[config.mk]
export PLATFORM = sky130hd
export DESIGN_NAME = percent_escape_decoder
export DESIGN_NICKNAME = d
export VERILOG_FILES = /design/src/rtl/pctdec_pkg.sv /design/src/rtl/pctdec_in_reg.sv /design/src/rtl/pctdec_step.sv /design/src/rtl/pctdec_out_reg.sv /design/src/rtl/percent_escape_decoder.sv
export SDC_FILE = /design/constraint.sdc
export NUM_CORES = 1
export LEC_CHECK = 0
export CAP_MARGIN = 15
export CORE_UTILIZATION = 60
export DETAILED_ROUTE_END_ITERATION = 7
export DONT_BUFFER_PORTS = 1
export HOLD_SLACK_MARGIN = 0.03
export PLACE_DENSITY_LB_ADDON = 0.2
export RECOVER_POWER = 25
export SETUP_SLACK_MARGIN = 0.05
export SYNTH_ARGS = -nofsm -noshare
export SYNTH_HDL_FRONTEND = slang
export SYNTH_SLANG_ARGS = --single-unit
[constraint.sdc]
create_clock -name clk_i -period 2.8 [get_ports clk_i]
set_input_delay 0.28 -clock clk_i [delete_from_list [all_inputs] [get_ports clk_i]]
set_output_delay 0.28 -clock clk_i [all_outputs]
set_load 0.01 [all_outputs]
[src/rtl/pctdec_pkg.sv]
// Shared types, character constants and the hex digit decoder for the percent decoder.
package pctdec_pkg;

  localparam logic [7:0] CH_PERCENT = 8'h25;
  localparam logic [7:0] CH_COLON   = 8'h3A;
  localparam logic [7:0] CH_SEMI    = 8'h3B;
  localparam logic [7:0] CH_ZERO    = 8'h30;
  localparam logic [7:0] CH_LOWER_A = 8'h61;
  localparam logic [7:0] CH_UPPER_A = 8'h41;
  localparam logic [7:0] HEX_TEN    = 8'd10;

  // One input transaction.
  typedef struct packed {
    logic [7:0] ch;
    logic       has_char;
    logic       last_char;
  } item_t;

  // One result transaction.
  typedef struct packed {
    logic [7:0] ch;
    logic       char_valid;
    logic       field_end;
    logic       field_ok;
  } result_t;

  typedef struct packed {
    logic       ok;
    logic [3:0] val;
  } hex_t;

  // Decodes one hex digit of either case.
  function automatic hex_t hex_digit(input logic [7:0] c);
    hex_t       h;
    logic [7:0] diff;
    h    = '0;
    diff = '0;
    case (c) inside
      [8'h30:8'h39]: begin
        diff  = c - CH_ZERO;
        h.ok  = 1'b1;
        h.val = diff[3:0];
      end
      [8'h61:8'h66]: begin
        diff  = c - CH_LOWER_A + HEX_TEN;
        h.ok  = 1'b1;
        h.val = diff[3:0];
      end
      [8'h41:8'h46]: begin
        diff  = c - CH_UPPER_A + HEX_TEN;
        h.ok  = 1'b1;
        h.val = diff[3:0];
      end
      default: begin
        h.ok  = 1'b0;
        h.val = 4'd0;
      end
    endcase
    return h;
  endfunction

endpackage

[src/rtl/pctdec_in_reg.sv]
// Input register stage of the percent decoder.
module pctdec_in_reg
  import pctdec_pkg::*;
(
  input  logic  clk_i,
  input  logic  rst_ni,
  input  logic  in_valid_i,
  output logic  in_stall_o,
  input  item_t item_i,
  input  logic  take_i,
  output logic  valid_o,
  output item_t item_o
);

  logic  valid_q;
  logic  valid_d;
  item_t item_q;
  logic  load;

  // The stage frees up when its transaction moves on in the same cycle.
  assign in_stall_o = valid_q && !take_i;
  assign load       = in_valid_i && !in_stall_o;
  assign valid_d    = load ? 1'b1 : (take_i ? 1'b0 : valid_q);

  always_ff @(posedge clk_i or negedge rst_ni) begin
    if (!rst_ni) begin
      valid_q <= 1'b0;
    end else begin
      valid_q <= valid_d;
    end
  end

  // Payload capture.
  always_ff @(posedge clk_i) begin
    if (load) begin
      item_q <= item_i;
    end
  end

  assign valid_o = valid_q;
  assign item_o  = item_q;

endmodule

[src/rtl/pctdec_step.sv]
// Escape state machine and per-character decode logic.
module pctdec_step
  import pctdec_pkg::*;
(
  input  logic    clk_i,
  input  logic    rst_ni,
  input  logic    fire_i,
  input  item_t   item_i,
  output logic    emit_o,
  output result_t res_o
);

  typedef enum logic [1:0] {
    PH_PLAIN = 2'd0,
    PH_HIGH  = 2'd1,
    PH_LOW   = 2'd2
  } phase_e;

  phase_e     phase_q, phase_d;
  logic [3:0] high_q, high_d;
  logic       failed_q, failed_d;
  logic       seen_q, seen_d;
  hex_t       hex;
  logic       emit_char;
  logic [7:0] byte_val;
  logic [7:0] esc_val;

  assign hex     = hex_digit(item_i.ch);
  assign esc_val = {high_q, hex.val};

  // Next state and decoded byte for the transaction in the input register.
  always_comb begin
    phase_d   = phase_q;
    high_d    = high_q;
    failed_d  = failed_q;
    seen_d    = seen_q;
    emit_char = 1'b0;
    byte_val  = 8'd0;
    if (item_i.has_char) begin
      seen_d = 1'b1;
      if (!failed_q) begin
        case (phase_q)
          PH_HIGH: begin
            if (hex.ok) begin
              high_d  = hex.val;
              phase_d = PH_LOW;
            end else begin
              failed_d = 1'b1;
            end
          end
          PH_LOW: begin
            if (hex.ok) begin
              phase_d = PH_PLAIN;
              if (esc_val == 8'd0) begin
                failed_d = 1'b1;
              end else begin
                emit_char = 1'b1;
                byte_val  = esc_val;
              end
            end else begin
              failed_d = 1'b1;
            end
          end
          default: begin
            phase_d = PH_PLAIN;
            if (item_i.ch == CH_PERCENT) begin
              phase_d = PH_HIGH;
            end else if (item_i.ch == CH_COLON || item_i.ch == CH_SEMI) begin
              failed_d = 1'b1;
            end else begin
              emit_char = 1'b1;
              byte_val  = item_i.ch;
            end
          end
        endcase
      end
    end
  end

  // Result fields; the field status uses the updated state.
  always_comb begin
    res_o.ch         = byte_val;
    res_o.char_valid = emit_char;
    res_o.field_end  = item_i.last_char;
    res_o.field_ok   = item_i.last_char && seen_d && !failed_d && (phase_d == PH_PLAIN);
  end

  assign emit_o = emit_char || item_i.last_char;

  // State update; a field end returns everything to the reset values.
  always_ff @(posedge clk_i or negedge rst_ni) begin
    if (!rst_ni) begin
      phase_q  <= PH_PLAIN;
      high_q   <= 4'd0;
      failed_q <= 1'b0;
      seen_q   <= 1'b0;
    end else if (fire_i) begin
      if (item_i.last_char) begin
        phase_q  <= PH_PLAIN;
        high_q   <= 4'd0;
        failed_q <= 1'b0;
        seen_q   <= 1'b0;
      end else begin
        phase_q  <= phase_d;
        high_q   <= high_d;
        failed_q <= failed_d;
        seen_q   <= seen_d;
      end
    end
  end

endmodule

[src/rtl/pctdec_out_reg.sv]
// Result register stage of the percent decoder.
module pctdec_out_reg
  import pctdec_pkg::*;
(
  input  logic    clk_i,
  input  logic    rst_ni,
  input  logic    load_i,
  input  result_t res_i,
  input  logic    out_stall_i,
  output logic    ready_o,
  output logic    out_valid_o,
  output result_t res_o
);

  logic    valid_q;
  logic    valid_d;
  result_t res_q;

  // The register can take a new result when empty or when its result leaves.
  assign ready_o = !valid_q || !out_stall_i;
  assign valid_d = ready_o ? load_i : valid_q;

  always_ff @(posedge clk_i or negedge rst_ni) begin
    if (!rst_ni) begin
      valid_q <= 1'b0;
    end else begin
      valid_q <= valid_d;
    end
  end

  // Payload capture.
  always_ff @(posedge clk_i) begin
    if (ready_o && load_i) begin
      res_q <= res_i;
    end
  end

  assign out_valid_o = valid_q;
  assign res_o       = res_q;

endmodule

[src/rtl/percent_escape_decoder.sv]
// Top level of the percent-escape decoder.
// The decoder takes one raw character per transaction and returns at most one
// result per transaction: a decoded byte, a field end with its status, or both.
// It sustains one transaction per clock cycle while the output is not stalled;
// an item passes through an input register and then a result register, which
// presents its result, and a stalled output holds both registers until it clears.
// Items with neither a character nor a field end, and characters that only open
// or continue an escape, give no result.
// When field_ok_o is low at field end, the bytes delivered for that field must be
// discarded.
module percent_escape_decoder
  import pctdec_pkg::*;
(
  input  logic       clk_i,
  input  logic       rst_ni,
  input  logic       in_valid_i,
  output logic       in_stall_o,
  input  logic [7:0] in_char_i,
  input  logic       has_char_i,
  input  logic       last_char_i,
  output logic       out_valid_o,
  input  logic       out_stall_i,
  output logic [7:0] out_char_o,
  output logic       char_valid_o,
  output logic       field_end_o,
  output logic       field_ok_o
);

  item_t   in_item;
  item_t   s1_item;
  logic    s1_valid;
  logic    out_ready;
  logic    fire;
  logic    emit;
  result_t step_res;
  result_t out_res;

  assign in_item.ch        = in_char_i;
  assign in_item.has_char  = has_char_i;
  assign in_item.last_char = last_char_i;

  // The input register advances whenever the result register can accept.
  assign fire = s1_valid && out_ready;

  pctdec_in_reg u_in_reg (
    .clk_i     (clk_i),
    .rst_ni    (rst_ni),
    .in_valid_i(in_valid_i),
    .in_stall_o(in_stall_o),
    .item_i    (in_item),
    .take_i    (fire),
    .valid_o   (s1_valid),
    .item_o    (s1_item)
  );

  pctdec_step u_step (
    .clk_i (clk_i),
    .rst_ni(rst_ni),
    .fire_i(fire),
    .item_i(s1_item),
    .emit_o(emit),
    .res_o (step_res)
  );

  pctdec_out_reg u_out_reg (
    .clk_i      (clk_i),
    .rst_ni     (rst_ni),
    .load_i     (fire && emit),
    .res_i      (step_res),
    .out_stall_i(out_stall_i),
    .ready_o    (out_ready),
    .out_valid_o(out_valid_o),
    .res_o      (out_res)
  );

  assign out_char_o   = out_res.ch;
  assign char_valid_o = out_res.char_valid;
  assign field_end_o  = out_res.field_end;
  assign field_ok_o   = out_res.field_ok;

endmodule

-- After elaboration in Yosys (flattened, before gate mapping)
Index checks and enable logic that the tools add are counted.
- output and inout bits: 13
- input bits: 14
- logic and storage cells: 98
- flip-flop bits (word level): 31
- muxes and demuxes: 40
- add/subtract/negate cells: 5
- bitwise gates (word level): 1
- equality and inequality tests: 6
- $lt $le $gt $ge: 6
- reduce and logical (&&, ||, !) cells: 27
- operator list (cell ; count):
    $mux 8 ; 4
    $eq 8x6->1 const B ; 3
    $mux 4 ; 5
    $mux 1 ; 19
    $ge 8x7->1 const B ; 2
    $le 8x7->1 const B ; 2
    $pmux 8 s2 ; 1
    $mux 5 ; 3
    $sub 4x1->4 const B ; 3
    $logic_and 1x1->1 ; 11
    $mux 2 ; 5
    $add 4x4->4 const B ; 2
    $ge 8x6->1 const B ; 1
    $le 8x6->1 const B ; 1
    $logic_not 8->1 ; 1
    $reduce_bool 2->1 ; 4
    $logic_not 1->1 ; 5
    $reduce_and 5->1 ; 1
    $pmux 1 s2 ; 2
    $pmux 2 s2 ; 1
    $logic_or 1x1->1 ; 3
    $eq 2x1->1 const B ; 1
    $eq 2x2->1 const B ; 1
    $logic_not 2->1 ; 1
    other kinds (3) ; 3

-- Logic depth before layout (Yosys ltp)
Gate-level depths: netlist of the first run.
- word-level depth: 14
- gate-level depth with buffers: 8
- mapped depth without buffers: 8

-- Hierarchy
From an unflattened synthesis of the first run, not the netlist that was laid out.
- cells, all modules: 164
- area, all modules: 1745.4 um^2
- by module, submodules not included (module ; instances ; cells an instance ; area an instance (um^2) ; sequential area each (um^2)):
    pctdec_step ; 1 ; 132 ; 997.2 ; 200.2
    pctdec_out_reg ; 1 ; 15 ; 377.9 ; 355.3
    pctdec_in_reg ; 1 ; 15 ; 357.8 ; 325.3
    percent_escape_decoder ; 1 ; 2 ; 12.5 ; 0.0

-- Worst setup path after synthesis of the first run
OpenSTA, ideal clock, no wires.
- path kind: register to register
- start point: register u_in_reg.item_q, in the netlist u_in_reg.item_o[2]
- end point: register u_out_reg.res_q, in the netlist u_out_reg.res_o[0], enable pin
- clock period less this slack: 2.604 ns
- slack: 0.196 ns
- cell stages (with the launch flop): 9
- required time: 2.453 ns
- buffers on the path: 0
- setup time: 0.347 ns
- arrival: 2.257 ns
- path through: edfxtp_1 inv_1 ha_1 or3b_1 a41oi_2 nor4b_4 o41ai_1 a21oi_1 o21a_1
- RTL lines (item ; line ; text):
    from (decl) ; pctdec_in_reg.sv:17 ; item_t item_q;
    from (signal assigned) ; pctdec_in_reg.sv:36 ; item_q <= item_i;
    to (signal assigned) ; pctdec_out_reg.sv:34 ; res_q <= res_i;
    to (decl) ; pctdec_out_reg.sv:17 ; result_t res_q;

==> out/qor.yml, run 1 <==
grt_pass1_vias: 1111
start_util: 0.6388
ant_nets: 0
outcome: "complete, no violations"
htree_levels: 2
synth_cell_type_count: 58
synth_area_leaders: "edfxtp_1, dfrtp_1, ha_1, nor2_1, a22o_1"
hp-class: "input port to flip-flop"
drcViolationCount: 0
drv_cap: 0
dr.pass1.iters: 4
routed_wl_um: 3350
syn_area_mm2: 0.001777
critPathCaptureType: "flip-flop"
die_x_um: 56.42
place_congestion: 0.9233
p_leak_nw: 0.8004
grt_start_max_net_pins: 13
powerDensity_mw_per_mm2: 475.8
cts_tree: "done"
syn2layout_area_growth_pct: 13.80
track_usage: 0.2259
synth_top_area_frac: 0.3549
core-area_mm2: 0.002781
synth-simple-area-share: 0.1894
final_cell_mix: "edfxtp_1, nor2_1, dlygate4sd3_1, buf_4, dfrtp_1"
synth_seq_cells: 31
syn_area_per_cell_um2: 11.61
slew_headroom: 0.6644
post-place-cells: 183
fin_crit_sh: 0.9503
hold_violations: 0
grt_first_pass_wirelength_um: 5326
num_rows: 19
final_nets: 196
synth-edff-count: 21
yosys_most_used_dff: "edfxtp_1"
critPathKind: "flip-flop to flip-flop"
cts_buffer_depth: 2
syn_inst: 153
fin_cells: 207
critPathRequiredTime_ns: 2.84
fin_worst_skew_ns: 0.007244
tns_ns: 0
clk_latency_ns: 0.33
power_mw: 0.9621
die_h_um: 56.42
grt_overflow_total: 0
synth_top_cell_by_area: "edfxtp_1"
ir_drop_mv: 0.4390
synth_top_family_by_area: "compound AO/OA/AOI/OAI gates"
synth_async_sr_flop_share: 0.3226
drive_above_1_share: 0.1875
path_clk_slew_ns: 0.09
cts.sinks: 31
slew_viol_final: 0
synth-warning-count: 0
antenna_found_initial: 0
cts_repair_resize_count: 0
worst_setup_path_start_kind: "flip-flop"
crit_arrival_ns: 2.71
via_per_inst: 6.309
wire_per_inst_um: 16.18
max_freq_ghz: 0.3758
synth_compound_area_frac: 0.2141
post-dp-hpwl_um: 2403
syn_nets: 174
synth_fa_ha_area_frac: 0.04930
synth_mux_area_frac: 0.01197
tightestPinTransition_ns: 0.4969
diodes: 0
port_buffers: 0
crit_fanout: 11
cts_buffers: 5
timing.hold.ws_ns: 0.04646
synth_xor_xnor_area_share: 0.004930
finalCriticalPeriod_ns: 2.661
num_io_pins: 27
rsz0062_at_grt: "false"
vias: 1306
ys_seq_area_frac: 0.4958
drt_iter0_markers: 68
cts-root-buf: "clkbuf_4"
setup_viol: 0
final_common_cell: "edfxtp_1"
die_area_mm2: 0.003183
-- timing repair --
action                                  CTS  global route
hold buffers                              1            10
buffers inserted                          0             5
endpoints found under the setup margin    0            11
hold endpoints to repair                 10            10
-- layout make-up --
class | count | area, um^2
Clock buffer | 5 | 37.54
Clock inverter | 3 | 15.01
Fill cell | 193 | 759.5
Inverter | 8 | 30.03
Multi-Input combinational cell | 108 | 834.6
Sequential cell | 31 | 880.8
Tap cell | 31 | 38.79
Timing Repair Buffer | 21 | 185.2
-- cell families after synthesis --
kind of cell | after synthesis
simple gates | 55
buf+inv | 14
fa+ha+maj | 7
mux | 2
compound gates | 43
flops | 31
xor+xnor | 1
-- routing by layer --
metal | global-route usage | part of all wire
met1 | 0.3082 | 0.43
met2 | 0.3452 | 0.49
met3 | 0.07143 | 0.069
met4 | 0.07317 | 0.011
met5 | 0 | 0
-- flip-flops by register name (all words and copies together) (netlist names) --
name,cells
u_in_reg.item_o,10
u_step.phase_q,2
u_out_reg.res_o,11
u_step.high_q,4
u_in_reg.valid_o,1
u_out_reg.out_valid_o,1
u_step.failed_q,1
u_step.seen_q,1
-- worst max-delay path, stage by stage (launching register included) --
cell	delay [ns]
edfxtp_1	0.44
inv_1	0.14
ha_1	0.27
or3b_1	0.16
a41oi_2	0.18
nor4b_4	0.47
o41ai_1	0.15
a21oi_1	0.24
o21a_1	0.14
buf_4	0.17
-- synth_stat cells, types with 3 or more instances --
library cell	instances
dfrtp_1	10
a21oi_1	7
nand2_1	9
nand2b_1	6
clkbuf_1	4
edfxtp_1	21
ha_1	7
nor2_1	18
a22o_1	5
o41ai_1	3
a22oi_1	5
inv_1	8
-- stage by stage --
stage	utilization	worst slack, ns	instance area (um^2)
2_1_floorplan	-	0.1958	1777
3_3_place_gp	0.6550	0.2477	1822
3_5_place_dp	0.6550	0.1302	1822
4_1_cts	0.6775	0.08893	1884
5_1_grt	0.7269	0.03036	2022
6_report	0.7269	0.1392	2022
-- path summary, 6_finish.rpt --
path | start | to | slack (ns) | cells past startpoint
worst max-delay path | u_in_reg.item_o[3] | u_out_reg.res_o[4] | 0.14 | 9
worst min-delay path | in_valid_i | u_in_reg.valid_o | 0.05 | 1
worst max register to register | u_in_reg.item_o[3] | u_out_reg.res_o[4] | 0.14 | 9
worst min register to register | u_step.failed_q | u_step.failed_q | 0.54 | 2
max in group asynchronous | rst_ni | u_step.high_q[3] | 2.15 | 1
min in group asynchronous | rst_ni | u_step.high_q[2] | 0.33 | 1
-- power breakdown --
part / switching (mW) / internal [mW]
Clock: 0.145 / 0.0930
Sequential: 0.0372 / 0.536
Combinational: 0.0844 / 0.0660
Total: 0.267 / 0.695
Note: power is estimated with default switching activity, not from simulation.
==> run 2: changes to the inputs <==
SYNTH_HIERARCHICAL = 1   (was default)
==> run 2 against run 1 <==
- worst setup slack improved by 0.057 ns
- critical endpoint is now u_out_reg/res_o[0]
- clock-buffer cell count grew 2
- die area decreased by 1.7%
- core utilization decreased by 4.1 points
- register-to-register slack improved by 0.06 ns
- maximum frequency increased by 2.2%
- critical path type unchanged
- clock power is 2% lower
- highest routed layer unchanged
- worst hold slack better by 0.00057 ns
- total power rose by 20%
- clock skew up 0.0045 ns
- final cell count shrank 0.97%
==> out/qor.yml, run 2 <==
outcome: "complete, no violations"  # unchanged
vias: 1287  # was 1306
post-dp-hpwl_um: 2378  # was 2403 um
setup_viol: 0  # unchanged
ir_drop_mv: 0.5120  # was 0.4390 mV
finalCriticalPeriod_ns: 2.604  # was 2.661 ns
min_to: "u_in_reg/item_o[9]"  # was u_in_reg.valid_o
grt_overflow_total: 0  # unchanged
antenna_found_initial: 0  # unchanged
syn2layout_area_growth_pct: 8.387  # was 13.80%
ys_top_cells_by_count: "edfxtp_1, nand2_1, nor2_1"  # was edfxtp_1, nor2_1, dfrtp_1
final_nets: 194  # was 196
critPathCaptureType: "flip-flop"  # unchanged
drv_cap: 0  # unchanged
cts_buffers: 5  # unchanged
largest_reg_flops: 11  # unchanged
rsz0062_at_grt: "false"  # unchanged
hp-start: "in_char_i[7]"  # was in_valid_i
syn_nets: 185  # was 174
wire_per_inst_um: 16.14  # was 16.18 um
r2r_end: "u_out_reg/res_o[0]"  # was u_out_reg.res_o[4]
cts_setup_buffers: 0  # unchanged
crit_fanout: 8  # was 11
post-place-cells: 189  # was 183
max_freq_ghz: 0.3840  # was 0.3758 GHz
num_io_pins: 27  # unchanged
final_cell_mix: "edfxtp_1, nand2_1, nor2_1, inv_1, dfrtp_1"  # was edfxtp_1, nor2_1, dlygate4sd3_1, buf_4, dfrtp_1
drt_iter0_markers: 47  # was 68
final_common_cell: "edfxtp_1"  # unchanged
fin_cells: 205  # was 207
die_area_mm2: 0.003129  # was 0.003183 mm^2
reg2reg_from: "u_in_reg/item_o[2]"  # was u_in_reg.item_o[3]
grt_start_max_net_pins: 17  # was 13
fin_crit_sh: 0.9300  # was 0.9503
cts_tree: "done"  # unchanged
crit_arrival_ns: 2.68  # was 2.71 ns
drcViolationCount: 0  # unchanged
grt_pass1_vias: 1170  # was 1111
ff2ff_setup_slack_ns: 0.20  # was 0.14 ns
cts-root-buf: "clkbuf_4"  # unchanged
r2r_cells: 9  # unchanged
track_usage: 0.2307  # was 0.2259
powerDensity_mw_per_mm2: 610.1  # was 475.8 mW/mm^2
grt_first_pass_wirelength_um: 5333  # was 5326 um
ys_seq_area_frac: 0.5047  # was 0.4958
ant_nets: 0  # unchanged
port_buffers: 0  # unchanged
synth_seq_cells: 31  # unchanged
slew_headroom: 0.6805  # was 0.6644
yosys_most_used_dff: "edfxtp_1"  # unchanged
worst_setup_path_start_kind: "flip-flop"  # unchanged
dr.pass1.iters: 4  # unchanged
num_rows: 19  # unchanged
critPathRequiredTime_ns: 2.88  # was 2.84 ns
synth_async_sr_flop_share: 0.3226  # unchanged
fin_worst_skew_ns: 0.01174  # was 0.007244 ns
htree_levels: 2  # unchanged
synth_top_area_frac: 0.3613  # was 0.3549
hold_violations: 0  # unchanged
synth-warning-count: 6  # was 0
diodes: 0  # unchanged
hp-class: "input port to flip-flop"  # unchanged
via_per_inst: 6.278  # was 6.309
synth-edff-count: 21  # unchanged
clk_latency_ns: 0.33  # about the same
synth_area_leaders: "edfxtp_1, dfrtp_1, ha_1, nand2_1, nor2_1"  # was edfxtp_1, dfrtp_1, ha_1, nor2_1, a22o_1
syn_inst: 164  # was 153
worstSetupStartpoint: "u_in_reg/item_o[2]"  # was u_in_reg.item_o[3]
core-area_mm2: 0.002758  # was 0.002781 mm^2
tightestPinTransition_ns: 0.4793  # was 0.4969 ns
p_leak_nw: 0.7377  # was 0.8004 nW
critPathKind: "flip-flop to flip-flop"  # unchanged
hold_depth: 0  # was 1
synth_top_cell_by_area: "edfxtp_1"  # unchanged
finish.utilization: 0.6860  # was 0.7269
start_util: 0.6329  # was 0.6388
syn_area_mm2: 0.001745  # was 0.001777 mm^2
drive_above_1_share: 0.1207  # was 0.1875
die_x_um: 55.94  # was 56.42 um
die_h_um: 55.94  # was 56.42 um
place_congestion: 0.9180  # was 0.9233
slew_viol_final: 0  # unchanged
synth_cell_type_count: 52  # was 58
syn_area_per_cell_um2: 10.64  # was 11.61 um^2
tns_ns: 0  # unchanged
routed_wl_um: 3308  # was 3350 um
path_clk_slew_ns: 0.09  # about the same
cts.sinks: 31  # unchanged
synth_most_common_cell: "edfxtp_1"  # unchanged
cts_buffer_depth: 2  # unchanged
[run 2: repair_timing]
item,in CTS,in global routing
resized for setup,0,1
hold buffers,1,6
endpoints found under the setup margin,0,11
hold endpoints to repair,10,6
[run 2: where the power goes]
group / internal (mW) / switching (mW)
logic: 0.118 / 0.138
clock network: 0.0976 / 0.137
registers: 0.580 / 0.0832
[run 2: cells by family (layout without fill, tap and decap cells)]
group	after synthesis	after routing	share of synthesized area
buffers and inverters	22	31	0.06093
flip-flops	31	31	0.5047
XOR/XNOR	3	3	0.01506
AO/OA/AOI/OAI	42	43	0.1728
AND/OR/NAND/NOR	59	59	0.1964
adder cells (fa/ha/maj)	7	7	0.05018
[run 2: worst max-delay path by stage]
stage	endpoint	slack (ns)	depth (start not counted)
3_3_place_gp	u_out_reg/res_o[4]	0.21	9
6_report	u_out_reg/res_o[0]	0.20	9
2_1_floorplan	u_out_reg/res_o[0]	0.20	10
3_5_place_dp	u_out_reg/res_o[4]	0.1	9
4_1_cts	u_out_reg/res_o[4]	0.07	9
5_1_grt	u_out_reg/res_o[0]	0.06	9
[run 2: metrics by stage]
stage,hold slack [ns],instance area (um^2),setup slack [ns],power (mW)
detailed placement,-0.01546,1753,0.09837,0.9079
global placement,-0.01543,1753,0.2058,0.8959
finish,0.04704,1892,0.1960,1.154
global route,0.03002,1892,0.06222,1.216
floorplan,-0.01559,1745,0.1998,0.8550
CTS,0.03040,1813,0.07223,1.143
[run 2: metal layers]
| metal | vias to the layer above | wire length (um) | track usage |
|---|---|---|---|
| met4 | 0 | 86 | 0.1324 |
| met5 | - | 0 | 0 |
| met2 | 67 | 1615 | 0.3614 |
| li1 | 620 | - | - |
| met3 | 10 | 223 | 0.05116 |
| met1 | 590 | 1382 | 0.2969 |
[run 2: cell type report]
cell class,instances,area [um^2]
flip-flops and latches,31,880.8
well taps,31,38.79
repair buffers,11,100.1
multi-input cells,112,777.0
inverters,12,45.04
fillers,229,865.8
clock buffers,7,45.04
clock inverters,1,5.005
[run 2: worst max-delay path, stage by stage, from the launching register on]
cell and delay [ns]:
edfxtp_1 0.50, inv_1 0.22, ha_1 0.20, or3b_1 0.38
nand4_2 0.20, o211ai_2 0.14, a31oi_1 0.24, o21bai_1 0.08
and3_1 0.21, a21boi_2 0.20
